File: src/hdl/ddo_pkg.sv
package ddo_pkg;

    localparam int FRAC_BITS         = 16;
    localparam int CORDIC_ITERATIONS = 16;
    localparam int ANG_SHIFT         = 30 - FRAC_BITS;

    localparam int MUL_W  = 24;
    localparam int PROD_W = 2 * MUL_W;
    localparam int DIV_N  = 44;
    localparam int DIV_D  = 24;
    localparam int TRIG_W = 18;
    localparam int ANG_W  = 35;
    localparam int CRD_W  = 33;
    localparam int ARC_N  = 24;

    localparam logic [18:0] TWO_PI_Q = 19'd411775;
    localparam logic [23:0] W_FLOOR  = 24'(((2 ** FRAC_BITS) + 999) / 1000);

    localparam logic signed [ANG_W-1:0] PI_Q30      = 35'sd3373259426;
    localparam logic signed [ANG_W-1:0] TWO_PI_Q30  = 35'sd6746518852;
    localparam logic signed [ANG_W-1:0] HALF_PI_Q30 = 35'sd1686629713;
    localparam logic signed [CRD_W-1:0] GAIN_Q30    = 33'sd652032874;

    localparam logic REG_WHEEL_BASE   = 1'b0;
    localparam logic REG_WHEEL_RADIUS = 1'b1;

    localparam logic REQ_VELOCITY = 1'b0;
    localparam logic REQ_TICK     = 1'b1;

    function automatic logic [29:0] arc_angle(input logic [4:0] idx);
        logic [29:0] a;
        case (idx)
            5'd0:  a = 30'd843314857;
            5'd1:  a = 30'd497837829;
            5'd2:  a = 30'd263043837;
            5'd3:  a = 30'd133525159;
            5'd4:  a = 30'd67021687;
            5'd5:  a = 30'd33543516;
            5'd6:  a = 30'd16775851;
            5'd7:  a = 30'd8388437;
            5'd8:  a = 30'd4194283;
            5'd9:  a = 30'd2097149;
            5'd10: a = 30'd1048576;
            5'd11: a = 30'd524288;
            5'd12: a = 30'd262144;
            5'd13: a = 30'd131072;
            5'd14: a = 30'd65536;
            5'd15: a = 30'd32768;
            5'd16: a = 30'd16384;
            5'd17: a = 30'd8192;
            5'd18: a = 30'd4096;
            5'd19: a = 30'd2048;
            5'd20: a = 30'd1024;
            5'd21: a = 30'd512;
            5'd22: a = 30'd256;
            5'd23: a = 30'd128;
            default: a = 30'd0;
        endcase
        return a;
    endfunction

endpackage

File: src/hdl/diff_drive_odometry.sv
// Differential-drive odometry. A velocity command (req_type 0) stores linear and
// angular speed and returns the left and right wheel speeds; an odometry tick
// (req_type 1) advances the pose by arc integration over tick_dt and returns it
// with zero wheel speeds. One item is processed at a time; the result sits in an
// output register, so the next item can be taken while it waits. A command runs
// a multiply and two divisions; a tick runs a multiply, a heading reduction by
// division, two CORDIC evaluations, and a multiply and a division for each of x
// and y. The steps use the bit-serial shift-add multiplier, the one-bit-per-cycle
// restoring divider and the iterative CORDIC.
// Wheel base and radius are to be written by the user through cfg_* while the
// block is idle; the block itself does not enforce it.
module diff_drive_odometry import ddo_pkg::*; #(
    parameter int CORDIC_ITERATIONS_P = CORDIC_ITERATIONS
) (
    input  logic               aclk,
    input  logic               aresetn,
    input  logic               cfg_wr_en,
    input  logic               cfg_addr,
    input  logic [15:0]        cfg_wr_data,
    input  logic               s_valid,
    output logic               s_ready,
    input  logic               s_req_type,
    input  logic signed [23:0] s_linear_velocity,
    input  logic signed [23:0] s_angular_velocity,
    input  logic [19:0]        s_tick_dt,
    output logic               m_valid,
    input  logic               m_ready,
    output logic signed [28:0] m_left_wheel_speed,
    output logic signed [28:0] m_right_wheel_speed,
    output logic signed [31:0] m_out_x,
    output logic signed [31:0] m_out_y,
    output logic [18:0]        m_out_heading
);

    localparam logic [3:0] ST_IDLE   = 4'd0;
    localparam logic [3:0] ST_C_MUL  = 4'd1;
    localparam logic [3:0] ST_C_DIVR = 4'd2;
    localparam logic [3:0] ST_C_DIVL = 4'd3;
    localparam logic [3:0] ST_T_MUL  = 4'd4;
    localparam logic [3:0] ST_T_MOD  = 4'd5;
    localparam logic [3:0] ST_T_COS1 = 4'd6;
    localparam logic [3:0] ST_T_COS2 = 4'd7;
    localparam logic [3:0] ST_T_MULX = 4'd8;
    localparam logic [3:0] ST_T_DIVX = 4'd9;
    localparam logic [3:0] ST_T_MULY = 4'd10;
    localparam logic [3:0] ST_T_DIVY = 4'd11;
    localparam logic [3:0] ST_FIN    = 4'd12;

    function automatic logic [23:0] abs24(input logic signed [23:0] v);
        return v[23] ? 24'(-v) : 24'(v);
    endfunction

    function automatic logic [28:0] sat29(input logic signed [44:0] v);
        if (v > 45'sd268435455) begin
            return 29'h0FFFFFFF;
        end else if (v < -45'sd268435456) begin
            return 29'h10000000;
        end
        return v[28:0];
    endfunction

    function automatic logic [31:0] sat32(input logic signed [45:0] v);
        if (v > 46'sd2147483647) begin
            return 32'h7FFFFFFF;
        end else if (v < -46'sd2147483648) begin
            return 32'h80000000;
        end
        return v[31:0];
    endfunction

    logic [3:0] state_reg, state_next;
    logic [15:0] base_reg;
    logic [15:0] rad_reg;
    logic signed [23:0] lin_reg, lin_next;
    logic signed [23:0] ang_reg, ang_next;
    logic signed [31:0] px_reg, px_next;
    logic signed [31:0] py_reg, py_next;
    logic [18:0] hd_reg, hd_next;
    logic [18:0] nh_reg, nh_next;
    logic signed [TRIG_W-1:0] s1_reg, s1_next;
    logic signed [TRIG_W-1:0] c1_reg, c1_next;
    logic signed [18:0] dcy_reg, dcy_next;
    logic signed [41:0] numl_reg, numl_next;
    logic [28:0] left_reg, left_next;
    logic [28:0] right_reg, right_next;

    logic mul_start_reg, mul_start_next;
    logic [MUL_W-1:0] mul_a_reg, mul_a_next;
    logic [MUL_W-1:0] mul_b_reg, mul_b_next;
    logic mul_neg_reg, mul_neg_next;
    logic div_start_reg, div_start_next;
    logic [DIV_N-1:0] div_n_reg, div_n_next;
    logic [DIV_D-1:0] div_d_reg, div_d_next;
    logic div_neg_reg, div_neg_next;
    logic cor_start_reg, cor_start_next;
    logic [18:0] cor_ang_reg, cor_ang_next;

    logic m_valid_reg, m_valid_next;
    logic [28:0] ml_reg, ml_next;
    logic [28:0] mr_reg, mr_next;
    logic [31:0] mx_reg, mx_next;
    logic [31:0] my_reg, my_next;
    logic [18:0] mh_reg, mh_next;

    logic mul_done;
    logic [PROD_W-1:0] mul_prod;
    logic div_done;
    logic [DIV_N-1:0] div_quo;
    logic [DIV_D-1:0] div_rem;
    logic cor_done;
    logic signed [TRIG_W-1:0] cor_sin;
    logic signed [TRIG_W-1:0] cor_cos;

    logic [23:0] aw_ang;
    logic signed [23:0] w_eff;
    logic signed [41:0] rot_s;
    logic signed [41:0] lin_s;
    logic signed [41:0] num_r;
    logic signed [41:0] num_l;
    logic [41:0] mag_r;
    logic [41:0] mag_l;
    logic [15:0] rad_eff;
    logic [DIV_D-1:0] den_c;
    logic signed [45:0] wd;
    logic signed [45:0] wdr;
    logic signed [30:0] hsum;
    logic [30:0] hmag;
    logic [18:0] rmod;
    logic [18:0] nh_c;
    logic signed [18:0] dsx;
    logic signed [18:0] dcy_c;
    logic [18:0] dsx_mag;
    logic [18:0] dcy_mag;
    logic signed [44:0] qs;
    logic signed [45:0] sumx;
    logic signed [45:0] sumy;

    ddo_mul #(.AW(MUL_W), .BW(MUL_W)) u_mul (
        .aclk    (aclk),
        .aresetn (aresetn),
        .start   (mul_start_reg),
        .a       (mul_a_reg),
        .b       (mul_b_reg),
        .done    (mul_done),
        .prod    (mul_prod)
    );

    ddo_div #(.NW(DIV_N), .DW(DIV_D)) u_div (
        .aclk    (aclk),
        .aresetn (aresetn),
        .start   (div_start_reg),
        .num     (div_n_reg),
        .den     (div_d_reg),
        .done    (div_done),
        .quo     (div_quo),
        .rem     (div_rem)
    );

    ddo_cordic #(.ITER(CORDIC_ITERATIONS_P)) u_cordic (
        .aclk    (aclk),
        .aresetn (aresetn),
        .start   (cor_start_reg),
        .angle   (cor_ang_reg),
        .done    (cor_done),
        .sin_q   (cor_sin),
        .cos_q   (cor_cos)
    );

    // operand and result shaping around the serial units
    assign aw_ang  = abs24(ang_reg);
    assign w_eff   = (aw_ang < W_FLOOR) ? $signed(W_FLOOR) : ang_reg;
    assign rot_s   = mul_neg_reg ? -$signed(mul_prod[41:0]) : $signed(mul_prod[41:0]);
    assign lin_s   = 42'(lin_reg) <<< (FRAC_BITS + 1);
    assign num_r   = lin_s + rot_s;
    assign num_l   = lin_s - rot_s;
    assign mag_r   = num_r[41] ? 42'(-num_r) : 42'(num_r);
    assign mag_l   = numl_reg[41] ? 42'(-numl_reg) : 42'(numl_reg);
    assign rad_eff = (rad_reg == 16'd0) ? 16'd1 : rad_reg;
    assign den_c   = DIV_D'({rad_eff, 1'b0});
    assign wd      = mul_neg_reg ? -$signed({2'b00, mul_prod[43:0]})
                                 : $signed({2'b00, mul_prod[43:0]});
    assign wdr     = wd + (46'sd1 <<< (FRAC_BITS - 1));
    assign hsum    = $signed({12'b0, hd_reg}) + 31'($signed(wdr[45:FRAC_BITS]));
    assign hmag    = hsum[30] ? 31'(-hsum) : 31'(hsum);
    assign rmod    = div_rem[18:0];
    assign nh_c    = (div_neg_reg && rmod != 19'd0) ? TWO_PI_Q - rmod : rmod;
    assign dsx     = 19'(cor_sin) - 19'(s1_reg);
    assign dcy_c   = 19'(c1_reg) - 19'(cor_cos);
    assign dsx_mag = dsx[18] ? 19'(-dsx) : 19'(dsx);
    assign dcy_mag = dcy_reg[18] ? 19'(-dcy_reg) : 19'(dcy_reg);
    assign qs      = div_neg_reg ? -$signed({1'b0, div_quo}) : $signed({1'b0, div_quo});
    assign sumx    = 46'(px_reg) + 46'(qs);
    assign sumy    = 46'(py_reg) + 46'(qs);

    assign s_ready = (state_reg == ST_IDLE);

    always_comb begin
        state_next     = state_reg;
        lin_next       = lin_reg;
        ang_next       = ang_reg;
        px_next        = px_reg;
        py_next        = py_reg;
        hd_next        = hd_reg;
        nh_next        = nh_reg;
        s1_next        = s1_reg;
        c1_next        = c1_reg;
        dcy_next       = dcy_reg;
        numl_next      = numl_reg;
        left_next      = left_reg;
        right_next     = right_reg;
        mul_start_next = 1'b0;
        mul_a_next     = mul_a_reg;
        mul_b_next     = mul_b_reg;
        mul_neg_next   = mul_neg_reg;
        div_start_next = 1'b0;
        div_n_next     = div_n_reg;
        div_d_next     = div_d_reg;
        div_neg_next   = div_neg_reg;
        cor_start_next = 1'b0;
        cor_ang_next   = cor_ang_reg;
        m_valid_next   = m_valid_reg && !m_ready;
        ml_next        = ml_reg;
        mr_next        = mr_reg;
        mx_next        = mx_reg;
        my_next        = my_reg;
        mh_next        = mh_reg;
        case (state_reg)
            ST_IDLE: begin
                if (s_valid) begin
                    if (s_req_type == REQ_VELOCITY) begin
                        lin_next       = s_linear_velocity;
                        ang_next       = s_angular_velocity;
                        mul_a_next     = abs24(s_angular_velocity);
                        mul_b_next     = MUL_W'(base_reg);
                        mul_neg_next   = s_angular_velocity[23];
                        mul_start_next = 1'b1;
                        state_next     = ST_C_MUL;
                    end else begin
                        ang_next       = w_eff;
                        mul_a_next     = abs24(w_eff);
                        mul_b_next     = MUL_W'(s_tick_dt);
                        mul_neg_next   = w_eff[23];
                        mul_start_next = 1'b1;
                        left_next      = '0;
                        right_next     = '0;
                        state_next     = ST_T_MUL;
                    end
                end
            end
            ST_C_MUL: begin
                if (mul_done) begin
                    numl_next      = num_l;
                    div_n_next     = DIV_N'(mag_r);
                    div_d_next     = den_c;
                    div_neg_next   = num_r[41];
                    div_start_next = 1'b1;
                    state_next     = ST_C_DIVR;
                end
            end
            ST_C_DIVR: begin
                if (div_done) begin
                    right_next     = sat29(qs);
                    div_n_next     = DIV_N'(mag_l);
                    div_neg_next   = numl_reg[41];
                    div_start_next = 1'b1;
                    state_next     = ST_C_DIVL;
                end
            end
            ST_C_DIVL: begin
                if (div_done) begin
                    left_next  = sat29(qs);
                    state_next = ST_FIN;
                end
            end
            ST_T_MUL: begin
                if (mul_done) begin
                    div_n_next     = DIV_N'(hmag);
                    div_d_next     = DIV_D'(TWO_PI_Q);
                    div_neg_next   = hsum[30];
                    div_start_next = 1'b1;
                    state_next     = ST_T_MOD;
                end
            end
            ST_T_MOD: begin
                if (div_done) begin
                    nh_next        = nh_c;
                    cor_ang_next   = hd_reg;
                    cor_start_next = 1'b1;
                    state_next     = ST_T_COS1;
                end
            end
            ST_T_COS1: begin
                if (cor_done) begin
                    s1_next        = cor_sin;
                    c1_next        = cor_cos;
                    cor_ang_next   = nh_reg;
                    cor_start_next = 1'b1;
                    state_next     = ST_T_COS2;
                end
            end
            ST_T_COS2: begin
                if (cor_done) begin
                    dcy_next       = dcy_c;
                    mul_a_next     = abs24(lin_reg);
                    mul_b_next     = MUL_W'(dsx_mag);
                    mul_neg_next   = lin_reg[23] ^ dsx[18];
                    mul_start_next = 1'b1;
                    state_next     = ST_T_MULX;
                end
            end
            ST_T_MULX: begin
                if (mul_done) begin
                    div_n_next     = mul_prod[DIV_N-1:0];
                    div_d_next     = abs24(ang_reg);
                    div_neg_next   = mul_neg_reg ^ ang_reg[23];
                    div_start_next = 1'b1;
                    state_next     = ST_T_DIVX;
                end
            end
            ST_T_DIVX: begin
                if (div_done) begin
                    px_next        = sat32(sumx);
                    mul_a_next     = abs24(lin_reg);
                    mul_b_next     = MUL_W'(dcy_mag);
                    mul_neg_next   = lin_reg[23] ^ dcy_reg[18];
                    mul_start_next = 1'b1;
                    state_next     = ST_T_MULY;
                end
            end
            ST_T_MULY: begin
                if (mul_done) begin
                    div_n_next     = mul_prod[DIV_N-1:0];
                    div_d_next     = abs24(ang_reg);
                    div_neg_next   = mul_neg_reg ^ ang_reg[23];
                    div_start_next = 1'b1;
                    state_next     = ST_T_DIVY;
                end
            end
            ST_T_DIVY: begin
                if (div_done) begin
                    py_next    = sat32(sumy);
                    hd_next    = nh_reg;
                    state_next = ST_FIN;
                end
            end
            ST_FIN: begin
                if (!m_valid_reg || m_ready) begin
                    m_valid_next = 1'b1;
                    ml_next      = left_reg;
                    mr_next      = right_reg;
                    mx_next      = px_reg;
                    my_next      = py_reg;
                    mh_next      = hd_reg;
                    state_next   = ST_IDLE;
                end
            end
            default: begin
                state_next = ST_IDLE;
            end
        endcase
    end

    always_ff @(posedge aclk) begin
        if (!aresetn) begin
            state_reg     <= ST_IDLE;
            base_reg      <= 16'd26214;
            rad_reg       <= 16'd4915;
            lin_reg       <= '0;
            ang_reg       <= '0;
            px_reg        <= '0;
            py_reg        <= '0;
            hd_reg        <= '0;
            mul_start_reg <= 1'b0;
            div_start_reg <= 1'b0;
            cor_start_reg <= 1'b0;
            m_valid_reg   <= 1'b0;
        end else begin
            state_reg     <= state_next;
            lin_reg       <= lin_next;
            ang_reg       <= ang_next;
            px_reg        <= px_next;
            py_reg        <= py_next;
            hd_reg        <= hd_next;
            mul_start_reg <= mul_start_next;
            div_start_reg <= div_start_next;
            cor_start_reg <= cor_start_next;
            m_valid_reg   <= m_valid_next;
            if (cfg_wr_en) begin
                case (cfg_addr)
                    REG_WHEEL_BASE:   base_reg <= cfg_wr_data;
                    REG_WHEEL_RADIUS: rad_reg  <= cfg_wr_data;
                    default: ;
                endcase
            end
        end
    end

    always_ff @(posedge aclk) begin
        nh_reg      <= nh_next;
        s1_reg      <= s1_next;
        c1_reg      <= c1_next;
        dcy_reg     <= dcy_next;
        numl_reg    <= numl_next;
        left_reg    <= left_next;
        right_reg   <= right_next;
        mul_a_reg   <= mul_a_next;
        mul_b_reg   <= mul_b_next;
        mul_neg_reg <= mul_neg_next;
        div_n_reg   <= div_n_next;
        div_d_reg   <= div_d_next;
        div_neg_reg <= div_neg_next;
        cor_ang_reg <= cor_ang_next;
        ml_reg      <= ml_next;
        mr_reg      <= mr_next;
        mx_reg      <= mx_next;
        my_reg      <= my_next;
        mh_reg      <= mh_next;
    end

    assign m_valid             = m_valid_reg;
    assign m_left_wheel_speed  = ml_reg;
    assign m_right_wheel_speed = mr_reg;
    assign m_out_x             = mx_reg;
    assign m_out_y             = my_reg;
    assign m_out_heading       = mh_reg;

    // one transaction in flight
    a_single_item: assert property (@(posedge aclk) disable iff (!aresetn)
        s_valid && s_ready |=> !s_ready)
        else $error("input taken while busy");

    a_result_from_fin: assert property (@(posedge aclk) disable iff (!aresetn)
        $rose(m_valid) |-> $past(state_reg == ST_FIN))
        else $error("result raised outside finish");

    a_heading_range: assert property (@(posedge aclk) disable iff (!aresetn)
        m_valid |-> (m_out_heading < TWO_PI_Q))
        else $error("heading out of range");

    a_angular_floor: assert property (@(posedge aclk) disable iff (!aresetn)
        (state_reg == ST_T_DIVX) |-> (ang_reg != 24'sd0))
        else $error("zero angular divisor");

endmodule

File: src/hdl/ddo_mul.sv
module ddo_mul import ddo_pkg::*; #(
    parameter int AW = MUL_W,
    parameter int BW = MUL_W
) (
    input  logic             aclk,
    input  logic             aresetn,
    input  logic             start,
    input  logic [AW-1:0]    a,
    input  logic [BW-1:0]    b,
    output logic             done,
    output logic [AW+BW-1:0] prod
);

    localparam int CW = (BW > 1) ? $clog2(BW) : 1;

    logic             busy_reg;
    logic             done_reg;
    logic [CW-1:0]    cnt_reg;
    logic [AW+BW-1:0] acc_reg;
    logic [AW+BW-1:0] a_reg;
    logic [BW-1:0]    b_reg;

    always_ff @(posedge aclk) begin
        if (!aresetn) begin
            busy_reg <= 1'b0;
            done_reg <= 1'b0;
            cnt_reg  <= '0;
        end else begin
            done_reg <= 1'b0;
            if (start) begin
                busy_reg <= 1'b1;
                cnt_reg  <= '0;
            end else if (busy_reg) begin
                cnt_reg <= cnt_reg + 1'b1;
                if (cnt_reg == CW'(BW - 1)) begin
                    busy_reg <= 1'b0;
                    done_reg <= 1'b1;
                end
            end
        end
    end

    // shift-add, one multiplier bit per cycle
    always_ff @(posedge aclk) begin
        if (start) begin
            acc_reg <= '0;
            a_reg   <= (AW+BW)'(a);
            b_reg   <= b;
        end else if (busy_reg) begin
            acc_reg <= acc_reg + (b_reg[0] ? a_reg : '0);
            a_reg   <= a_reg << 1;
            b_reg   <= b_reg >> 1;
        end
    end

    assign done = done_reg;
    assign prod = acc_reg;

endmodule

File: src/hdl/ddo_div.sv
module ddo_div import ddo_pkg::*; #(
    parameter int NW = DIV_N,
    parameter int DW = DIV_D
) (
    input  logic          aclk,
    input  logic          aresetn,
    input  logic          start,
    input  logic [NW-1:0] num,
    input  logic [DW-1:0] den,
    output logic          done,
    output logic [NW-1:0] quo,
    output logic [DW-1:0] rem
);

    localparam int CW = $clog2(NW);

    logic          busy_reg;
    logic          done_reg;
    logic [CW-1:0] cnt_reg;
    logic [NW-1:0] quo_reg;
    logic [DW-1:0] rem_reg;
    logic [DW-1:0] den_reg;
    logic [DW:0]   trial;
    logic [DW+1:0] diff;

    assign trial = {rem_reg, quo_reg[NW-1]};
    assign diff  = {1'b0, trial} - {2'b00, den_reg};

    always_ff @(posedge aclk) begin
        if (!aresetn) begin
            busy_reg <= 1'b0;
            done_reg <= 1'b0;
            cnt_reg  <= '0;
        end else begin
            done_reg <= 1'b0;
            if (start) begin
                busy_reg <= 1'b1;
                cnt_reg  <= '0;
            end else if (busy_reg) begin
                cnt_reg <= cnt_reg + 1'b1;
                if (cnt_reg == CW'(NW - 1)) begin
                    busy_reg <= 1'b0;
                    done_reg <= 1'b1;
                end
            end
        end
    end

    // restoring division, one quotient bit per cycle
    always_ff @(posedge aclk) begin
        if (start) begin
            quo_reg <= num;
            rem_reg <= '0;
            den_reg <= den;
        end else if (busy_reg) begin
            if (!diff[DW+1]) begin
                rem_reg <= diff[DW-1:0];
                quo_reg <= {quo_reg[NW-2:0], 1'b1};
            end else begin
                rem_reg <= trial[DW-1:0];
                quo_reg <= {quo_reg[NW-2:0], 1'b0};
            end
        end
    end

    assign done = done_reg;
    assign quo  = quo_reg;
    assign rem  = rem_reg;

endmodule

File: src/hdl/ddo_cordic.sv
module ddo_cordic import ddo_pkg::*; #(
    parameter int ITER = CORDIC_ITERATIONS
) (
    input  logic                     aclk,
    input  logic                     aresetn,
    input  logic                     start,
    input  logic [18:0]              angle,
    output logic                     done,
    output logic signed [TRIG_W-1:0] sin_q,
    output logic signed [TRIG_W-1:0] cos_q
);

    logic                    busy_reg;
    logic                    done_reg;
    logic [4:0]              it_reg;
    logic                    neg_reg;
    logic signed [CRD_W-1:0] x_reg;
    logic signed [CRD_W-1:0] y_reg;
    logic signed [ANG_W-1:0] t_reg;

    logic signed [ANG_W-1:0] ta;
    logic signed [ANG_W-1:0] tb;
    logic                    fneg;
    logic signed [ANG_W-1:0] arc;
    logic signed [CRD_W-1:0] xf;
    logic signed [CRD_W-1:0] yf;
    logic signed [CRD_W-1:0] xr;
    logic signed [CRD_W-1:0] yr;

    // fold the angle into [-pi/2, pi/2]
    always_comb begin
        ta = ANG_W'(angle) <<< ANG_SHIFT;
        if (ta >= PI_Q30) begin
            ta = ta - TWO_PI_Q30;
        end
        tb   = ta;
        fneg = 1'b0;
        if (ta > HALF_PI_Q30) begin
            tb   = ta - PI_Q30;
            fneg = 1'b1;
        end else if (ta < -HALF_PI_Q30) begin
            tb   = ta + PI_Q30;
            fneg = 1'b1;
        end
    end

    assign arc = $signed({5'b0, arc_angle(it_reg)});

    always_ff @(posedge aclk) begin
        if (!aresetn) begin
            busy_reg <= 1'b0;
            done_reg <= 1'b0;
            it_reg   <= '0;
        end else begin
            done_reg <= 1'b0;
            if (start) begin
                busy_reg <= 1'b1;
                it_reg   <= '0;
            end else if (busy_reg) begin
                it_reg <= it_reg + 1'b1;
                if (it_reg == 5'(ITER - 1)) begin
                    busy_reg <= 1'b0;
                    done_reg <= 1'b1;
                end
            end
        end
    end

    always_ff @(posedge aclk) begin
        if (start) begin
            x_reg   <= GAIN_Q30;
            y_reg   <= '0;
            t_reg   <= tb;
            neg_reg <= fneg;
        end else if (busy_reg) begin
            if (!t_reg[ANG_W-1]) begin
                x_reg <= x_reg - (y_reg >>> it_reg);
                y_reg <= y_reg + (x_reg >>> it_reg);
                t_reg <= t_reg - arc;
            end else begin
                x_reg <= x_reg + (y_reg >>> it_reg);
                y_reg <= y_reg - (x_reg >>> it_reg);
                t_reg <= t_reg + arc;
            end
        end
    end

    assign xf = neg_reg ? -x_reg : x_reg;
    assign yf = neg_reg ? -y_reg : y_reg;
    assign xr = (xf + (CRD_W'(1) <<< (ANG_SHIFT - 1))) >>> ANG_SHIFT;
    assign yr = (yf + (CRD_W'(1) <<< (ANG_SHIFT - 1))) >>> ANG_SHIFT;

    assign done  = done_reg;
    assign sin_q = yr[TRIG_W-1:0];
    assign cos_q = xr[TRIG_W-1:0];

endmodule

File: config.mk
export PLATFORM = sky130hd
export DESIGN_NAME = diff_drive_odometry
export DESIGN_NICKNAME = d
export VERILOG_FILES = /design/src/hdl/ddo_pkg.sv /design/src/hdl/diff_drive_odometry.sv /design/src/hdl/ddo_mul.sv /design/src/hdl/ddo_div.sv /design/src/hdl/ddo_cordic.sv
export SDC_FILE = /design/constraint.sdc
export NUM_CORES = 2
export LEC_CHECK = 0
export BUFFER_PORTS_ARGS = -buffer_cell sky130_fd_sc_hd__buf_4
export CORE_AREA = 8 8 353 355
export DETAILED_ROUTE_END_ITERATION = 10
export DIE_AREA = 0 0 361 363
export PLACE_DENSITY = 0.77
export RECOVER_POWER = 25
export SLEW_MARGIN = 20
export SYNTH_ARGS = -nofsm -noshare
export SYNTH_HDL_FRONTEND = slang
export SYNTH_SLANG_ARGS = --single-unit
File: constraint.sdc
create_clock -name aclk -period 36.8 [get_ports aclk]
set_input_delay 5.52 -clock aclk [delete_from_list [all_inputs] [get_ports aclk]]
set_output_delay 5.52 -clock aclk [all_outputs]
set_load 0.1 [all_outputs]
## Word-level counts from Yosys, hierarchy flattened

Memories as Yosys holds them, arrays and structs flattened. A register that Yosys moved wholly into a read port is not among the register bits.
Index checks and enable logic that the tools add are counted.

- Bits in registers: 959
- Memory bits (read-only): 960
- Input port bits: 91
- Output and inout port bits: 143
- Word-level logic and storage cells: 320
- Memories kept: 1

Memory list:

| name | depth | width | read ports | clocked after Yosys merged registers in | wr ports | RTL line | RTL |
|---|---|---|---|---|---|---|---|
| (no name shown) | 32 | 30 | 1 | 1 | 0 | ddo_pkg.sv:32 | `case (idx)` |

- Add/subtract/negate cells: 39
- Order comparisons: 10
- Equality and inequality tests: 30
- Shift-type cells: 2
- Muxes and demuxes: 134
- Bitwise logic cells: 9
- Reduce and logical (&&, ||, !) cells: 44

Operators by type and width:

| operator | count |
|---|---|
| 24-bit 2-to-1 mux | 21 |
| 44-bit 2-to-1 mux | 6 |
| 32-bit 2-to-1 mux | 8 |
| 29-bit 2-to-1 mux | 8 |
| 24-bit one-hot mux with 3 select lines | 3 |
| 35-bit 2-to-1 mux | 6 |
| 44-bit one-hot mux with 4 select lines | 1 |
| 42-bit 2-to-1 mux | 3 |
| 42-bit negator | 3 |
| 29-bit one-hot mux with 2 select lines | 2 |
| 24-bit negator | 4 |
| 19-bit 2-to-1 mux | 5 |
| 32-bit by 45-bit adder with 46-bit output | 2 |
| 46-bit by 32-bit > comparator with 1-bit output, second input constant | 2 |
| 46-bit by 32-bit less-than comparator with 1-bit output, second input constant | 2 |
| 33-bit adder | 2 |
| 33-bit 2-to-1 mux | 2 |
| 33-bit by 5-bit >>> shifter with 33-bit output | 2 |
| 33-bit subtractor | 2 |
| 32-bit by 15-bit adder with 32-bit output, second input constant | 2 |
| 32-bit negator | 2 |
| 48-bit adder | 1 |
| 4-bit 2-to-1 mux | 12 |
| 48-bit 2-to-1 mux | 1 |
| 65 further kinds | 166 |

## Depth between registers and ports, before layout

- Depth after elaboration: 10
- Gate-level depth with buffers: 33
- Mapped depth without buffers: 30

## By module

Synthesis repeated with hierarchy kept, for this count alone.

- Cell total of the unflattened synthesis: 8493
- Area total of the unflattened synthesis: 75565.0 sq um

By module, submodules not included:

| module | times used | cells an instance | area each (sq um) | sequential area each (sq um) |
|---|---|---|---|---|
| diff_drive_odometry | 1 | 4623 | 42185.5 | 16876.2 |
| ddo_cordic | 1 | 2584 | 20298.2 | 3143.0 |
| ddo_mul | 1 | 802 | 7704.9 | 3022.9 |
| ddo_div | 1 | 484 | 5376.4 | 2682.6 |

## Worst setup path after synthesis

Ideal clock, no wire load.

- Kind: input to register
- Start point: input port m_ready
- End point: register ml_reg[0], in the netlist m_left_wheel_speed[0], enable pin
- Library setup time: 0.814 ns
- Data arrival time: 15.081 ns
- Required time: 35.986 ns
- Setup slack: 20.905 ns
- Stages: 2
- Buffers on the path: 0
- Path through: nor2b_1 > nor3_1

- Cells in the longest elaborated chain, start to end: 2

Ends and longest elaborated chain:

| what | RTL line | RTL |
|---|---|---|
| from (decl) | diff_drive_odometry.sv:27 | `input logic m_ready,` |
| 1-bit logical OR | diff_drive_odometry.sv:347 | `if (!m_valid_reg \|\| m_ready) begin` |
| 2-bit AND reduction (no line) | - |  |
| to (signal assigned) | diff_drive_odometry.sv:413 | `ml_reg <= ml_next;` |
| to (decl) | diff_drive_odometry.sv:99 | `logic [28:0] ml_reg, ml_next;` |

Every way passes these cells.
A chain may end at the register's enable or synchronous reset.

## Worst setup path in the final report

- Start point: register mul_neg_reg
- End point: register div_n_reg[27], data pin

- Cells in the longest elaborated chain, start to end: 7
- Elaborated cells between the ends (all ways): 12
- Those cells by class: 5 x add/sub; 7 x mux

Ends and longest elaborated chain:

| what | RTL line | RTL |
|---|---|---|
| from (decl) | diff_drive_odometry.sv:90 | `logic mul_neg_reg, mul_neg_next;` |
| from (signal assigned) | diff_drive_odometry.sv:408 | `mul_neg_reg <= mul_neg_next;` |
| 46-bit 2-to-1 mux | diff_drive_odometry.sv:180 | `assign wd = mul_neg_reg ? -$signed({2'b00, mul_prod[43:0]})` |
| 46-bit by 17-bit adder with 46-bit output | diff_drive_odometry.sv:182 | `assign wdr = wd + (46'sd1 <<< (FRAC_BITS - 1));` |
| 20-bit by 30-bit adder with 31-bit output | diff_drive_odometry.sv:183 | `assign hsum = $signed({12'b0, hd_reg}) + 31'($signed(wdr[45:FRAC_BITS]));` |
| 31-bit negator | diff_drive_odometry.sv:184 | `assign hmag = hsum[30] ? 31'(-hsum) : 31'(hsum);` |
| 31-bit 2-to-1 mux | diff_drive_odometry.sv:184 |  |
| 44-bit 2-to-1 mux | diff_drive_odometry.sv:276 | `if (mul_done) begin` |
| 44-bit one-hot mux with 4 select lines * | diff_drive_odometry.sv:227 | `case (state_reg)` |
| via div_n_next[27] | diff_drive_odometry.sv:92 | `logic [DIV_N-1:0] div_n_reg, div_n_next;` |
| to (signal assigned) | diff_drive_odometry.sv:409 | `div_n_reg <= div_n_next;` |
| to (decl) | diff_drive_odometry.sv:92 |  |

Mark *: on every way through the listed nets, which the timed path passes. The rest lies on a longest branch. The select of a mux whose other input is x is not followed.

==> impl_summary.txt <==
----------------------------------------------------
[Run status]
  Result of the run ... complete, but fails checks
  Violated checks ... max-capacitance violations, max-slew violations

[Setup path]
  Critical path launch point type ... register
  Cells along the critical path ... clkbuf_1, o31ai_1, xnor2_1, ha_1, nand2_1, or4_1, a32oi_1, o211ai_1, or3_1, nor3_1, xnor2_1, ha_1, and3_1, a2111oi_0, nor2_1, a31o_2, a21oi_1, and3b_1, xnor2_1, o211ai_2, o41ai_2, xor2_1, o221ai_1
  Critical path depth ... 23
  Crit path required time ... 37.23 ns
  Worst r2r path cells ... 23
  Beginning of the critical path ... mul_neg_reg
  Worst flop-to-flop path startpoint ... mul_neg_reg
  Kind of capture point of the worst setup path ... register
  Biggest fanout along the worst timing path ... 81
  Kind of cell adding the most delay to the critical path ... compound AO/OA/AOI/OAI gates
  Delay contributed by the slowest stage of the critical path ... 2.37 ns
  Worst Path Buf+Inv ... 1
  Worst path slowest cell ... sky130_fd_sc_hd__clkbuf_1
  Worst endpoint data arrival time ... 9.98 ns
  Top cell by count, worst path ... sky130_fd_sc_hd__xnor2_1
  Crit Path Category ... reg -> reg

[Timing]
  Setup violation total in the final timing report ... 0
  Fin. max-slew vios ... around 530
  Hold violation count in the final report ... 0
  Part of the cycle the worst path needs ... 0.260
  Final setup skew ... 0.0550 ns
  Setup repair after global routing missed its margin ... no
  Setup TNS Final ... 0 ns
  Minimum period implied by the final worst setup slack ... around 9.6 ns
  Fmax ... 105 MHz
  Slew at the pin with the worst max-slew slack ... 3.39 ns
  Normalized max-slew margin ... -1.26
  Post-route setup slack ... 27.24 ns

[GRT]
  Met3 GRT Util ... 0.0467
  Final global-route overflow total ... 0
  Maximum number of pins on one net before global-route repair ... 84
  GR Util met1 ... 0.394
  Number of global-route vias before repair ... 56,800
  Overall global routing resource usage ... 0.298
  Met2 layer usage reported by global route ... 0.485
  Initial antenna violation count ... 7
  Wire length of the first global-routing pass ... 318 mm
  Highest-utilization routing layer at the global route stage ... met2

[Power and ir drop]
  Leakage power summed over all cells ... approximately 30 nW
  Power per unit of standard cell area ... 67.6 nW/um2
  Worst vdd rail ir drop ... approximately 0.000051 V

[Yosys]
  Part of the Yosys area used for sequential elements ... 0.360
  Mapped Avg Cell Area ... roughly 9.1 um2
  Share of synthesized flip-flops with an asynchronous set or reset ... 0
  Post-synthesis cell count ... approximately 8,000
  Number of enable-type register cells in the synthesized netlist ... 596
  Count of yosys warnings during synthesis ... 0
  Number of synthesized register bits ... 973
  Post-Synthesis Net Count ... between 8,000 and 9,000
  Commonest register cell after synthesis ... sky130_fd_sc_hd__edfxtp_1
  Synth Cell Area ... 70,700 um2
  Number of distinct standard cells referenced by the synthesized netlist ... 97

[Final layout]
  Filler instances ... 9,658
  Fraction of layout instances using a drive strength above 1 ... 0.103
  Number of nets at the end of the flow ... 8,309
  Synthesis-to-layout area growth ... 9.15%
  Ant. Diodes ... 0
  Area of combinational cells with multiple inputs ... 42,700 um2
  Sequential cell area ... ~25,000 um2
  Final instance count without filler cells ... 9,450
  Cell area after layout ... 77,200 um2

[Clocking]
  Number of sinks handled by clock tree synthesis ... around 970
  Clock transition time at the flip-flop clock pins of the worst setup and hold paths ... 0.07 ns
  Post-CTS Setup Inserts ... 0
  Gates resized, CTS repair ... 0
  Clock tree from TritonCTS ... done
  Count of H-tree levels built during CTS ... 3
  Clock network latency to the later pin of the worst-skew pair ... 0.75 ns
  Hold-fix buffers, CTS ... 0
  Total clock buffers created by CTS ... around 110
  Cell at the root of the clock tree ... sky130_fd_sc_hd__clkbuf_16
  Number of buffers between clock root and the deepest sink ... 3

[Drt]
  Antenna viol nets, final ... 0
  Vias after detailed routing ... 60,600
  Final routed wirelength across all metal layers ... around 210 mm
  Via count normalized by instance count ... 6.42
  Per-cell routed wire length ... 21.7 um
  Number of DRC markers in iteration 0 ... approximately 6,400
  DRC violations left ... 0
  Drt first pass iters ... 6

[Die]
  Vertical die dimension ... around 360 um
  I/O pin count ... about 230
  Initial Util ... 0.594
  Site row count ... 127
  Floorplan Core Area ... 119,000 um2
  Die ar. ... 131,000 um2
  Die outline width ... 361 um

[Place]
  Number of buffers inserted by port buffering ... between 200 and 250
  Placer's final routability congestion estimate ... 0.997
  Pre-CTS setup slack ... 28.23 ns
  Total placed cells including tap cells ... 9,247
  Placed Area ... 73,500 um2
  Placed wire-length estimate ... between 150 and 200 mm

[Hold path]
  Hold Path Cell Cnt ... 0
  Hold_sp ... left_reg[19]
  Type of the tightest min-delay check ... reg -> reg

[Job]
  Number of maximum-capacitance violations ... 13

----------------------------------------------------
[metal layers]
| metal | vias to the layer above | wire length (um) |
|---|---|---|
| li1 | 28500 | - |
| met5 | - | 46 |
| met1 | 28900 | 84800 |
| met3 | 495 | 16700 |
| met2 | 2729 | 93700 |
| met4 | 6 | 9870 |
[through the flow]
stage / util / power, mW / hold WS (ns)
final: 0.649 / 5.22 / 0.382
after global routing: 0.649 / 5.50 / 0.410
after CTS: 0.649 / 5.16 / 0.389
after detailed placement: 0.618 / 4.02 / 0.405
after global placement: 0.618 / 3.96 / 0.401
after floorplan: - / 3.36 / 0.400
[where the power goes]
group / switching [mW] / leakage [nW] / internal (mW)
clock: 0.477 / 1.81 / 0.658
combinational: 1.53 / 19.9 / 0.974
sequential: 0.197 / 8.71 / 1.39
[final timing paths]
kind	to	slack [ns]
min reg2reg	m_left_wheel_speed[19]	0.38
max reg2reg	div_n_reg[27]	27.24
min	m_left_wheel_speed[19]	0.38
max	div_n_reg[27]	27.24
[cells in the mapped netlist, drive strengths merged, types with 52 or more instances]
cell type / instances / area [um2]
and3: 58 / 363
o21ai: 473 / 2370
or3: 96 / 611
mux2: 133 / 1500
nand3: 136 / 686
nand4: 55 / 344
a21oi: 509 / 2630
ha: 399 / 4990
mux2i: 162 / 1620
nor3: 153 / 777
o211ai: 53 / 403
o22ai: 56 / 350
clkbuf: 348 / 1310
or4: 67 / 522
a21o: 147 / 1100
a211oi: 63 / 473
a21boi: 89 / 668
a22oi: 55 / 413
xnor2: 511 / 4480
inv: 293 / 1100
xor2: 325 / 2850
and2: 107 / 669
o21a: 83 / 623
nor2b: 101 / 632
buf: 64 / 279
edfxtp: 596 / 17900
dfxtp: 377 / 7550
nor2: 704 / 2650
nand2: 701 / 2630
nor4: 58 / 382
nand2b: 95 / 594
o21bai: 52 / 390
o31ai: 98 / 741
a31oi: 83 / 534
mux4: 80 / 1800
[logic make-up after synthesis]
group,Yosys count,synth area share
AO/OA/AOI/OAI,2059,0.189
XOR/XNOR,836,0.103
adder cells (fa/ha/maj),410,0.0737
buffers and inverters,711,0.0383
flip-flops,973,0.360
multiplexers,375,0.0696
AND/OR/NAND/NOR,2445,0.166
[cells in the final DEF (no fill, tap or decap), types with 52 or more instances in the layout]
cell type	netlist	routed
sky130_fd_sc_hd__inv_1	293	291
sky130_fd_sc_hd__o21ai_0	466	465
sky130_fd_sc_hd__and2_1	105	104
sky130_fd_sc_hd__mux2_2	133	133
sky130_fd_sc_hd__o21a_1	83	83
sky130_fd_sc_hd__and3_1	58	57
sky130_fd_sc_hd__mux4_2	80	80
sky130_fd_sc_hd__o31ai_1	97	97
sky130_fd_sc_hd__nor2_1	703	698
sky130_fd_sc_hd__nor3_1	152	146
sky130_fd_sc_hd__o211ai_1	52	52
sky130_fd_sc_hd__nor2b_1	101	101
sky130_fd_sc_hd__nand2b_1	95	95
sky130_fd_sc_hd__mux2i_1	162	162
sky130_fd_sc_hd__nor4_1	55	53
sky130_fd_sc_hd__buf_4	0	290
sky130_fd_sc_hd__a21boi_0	89	89
sky130_fd_sc_hd__a21oi_1	488	486
sky130_fd_sc_hd__or3_1	94	94
sky130_fd_sc_hd__xor2_1	325	325
sky130_fd_sc_hd__nand4_1	55	55
sky130_fd_sc_hd__a22oi_1	55	55
sky130_fd_sc_hd__xnor2_1	511	511
sky130_fd_sc_hd__nand3_1	135	134
sky130_fd_sc_hd__a211oi_1	63	63
sky130_fd_sc_hd__nand2_1	701	700
sky130_fd_sc_hd__ha_1	399	399
sky130_fd_sc_hd__clkbuf_16	0	111
sky130_fd_sc_hd__o21bai_1	52	52
sky130_fd_sc_hd__o22ai_1	56	56
sky130_fd_sc_hd__or4_1	62	62
sky130_fd_sc_hd__dfxtp_1	377	372
sky130_fd_sc_hd__a31oi_1	82	82
sky130_fd_sc_hd__a21o_1	147	146
sky130_fd_sc_hd__edfxtp_1	596	596
[area by class of cell]
type | count | share of cell area
multi-input cells | 6125 | 0.553
flip-flops and latches | 973 | 0.330
clock buffers | 139 | 0.0388
repair buffers | 302 | 0.0291
well taps | 1548 | 0.0251
inverters | 299 | 0.0145
clock inverters | 64 | 0.00974
Power figures use the tool's default switching activity.
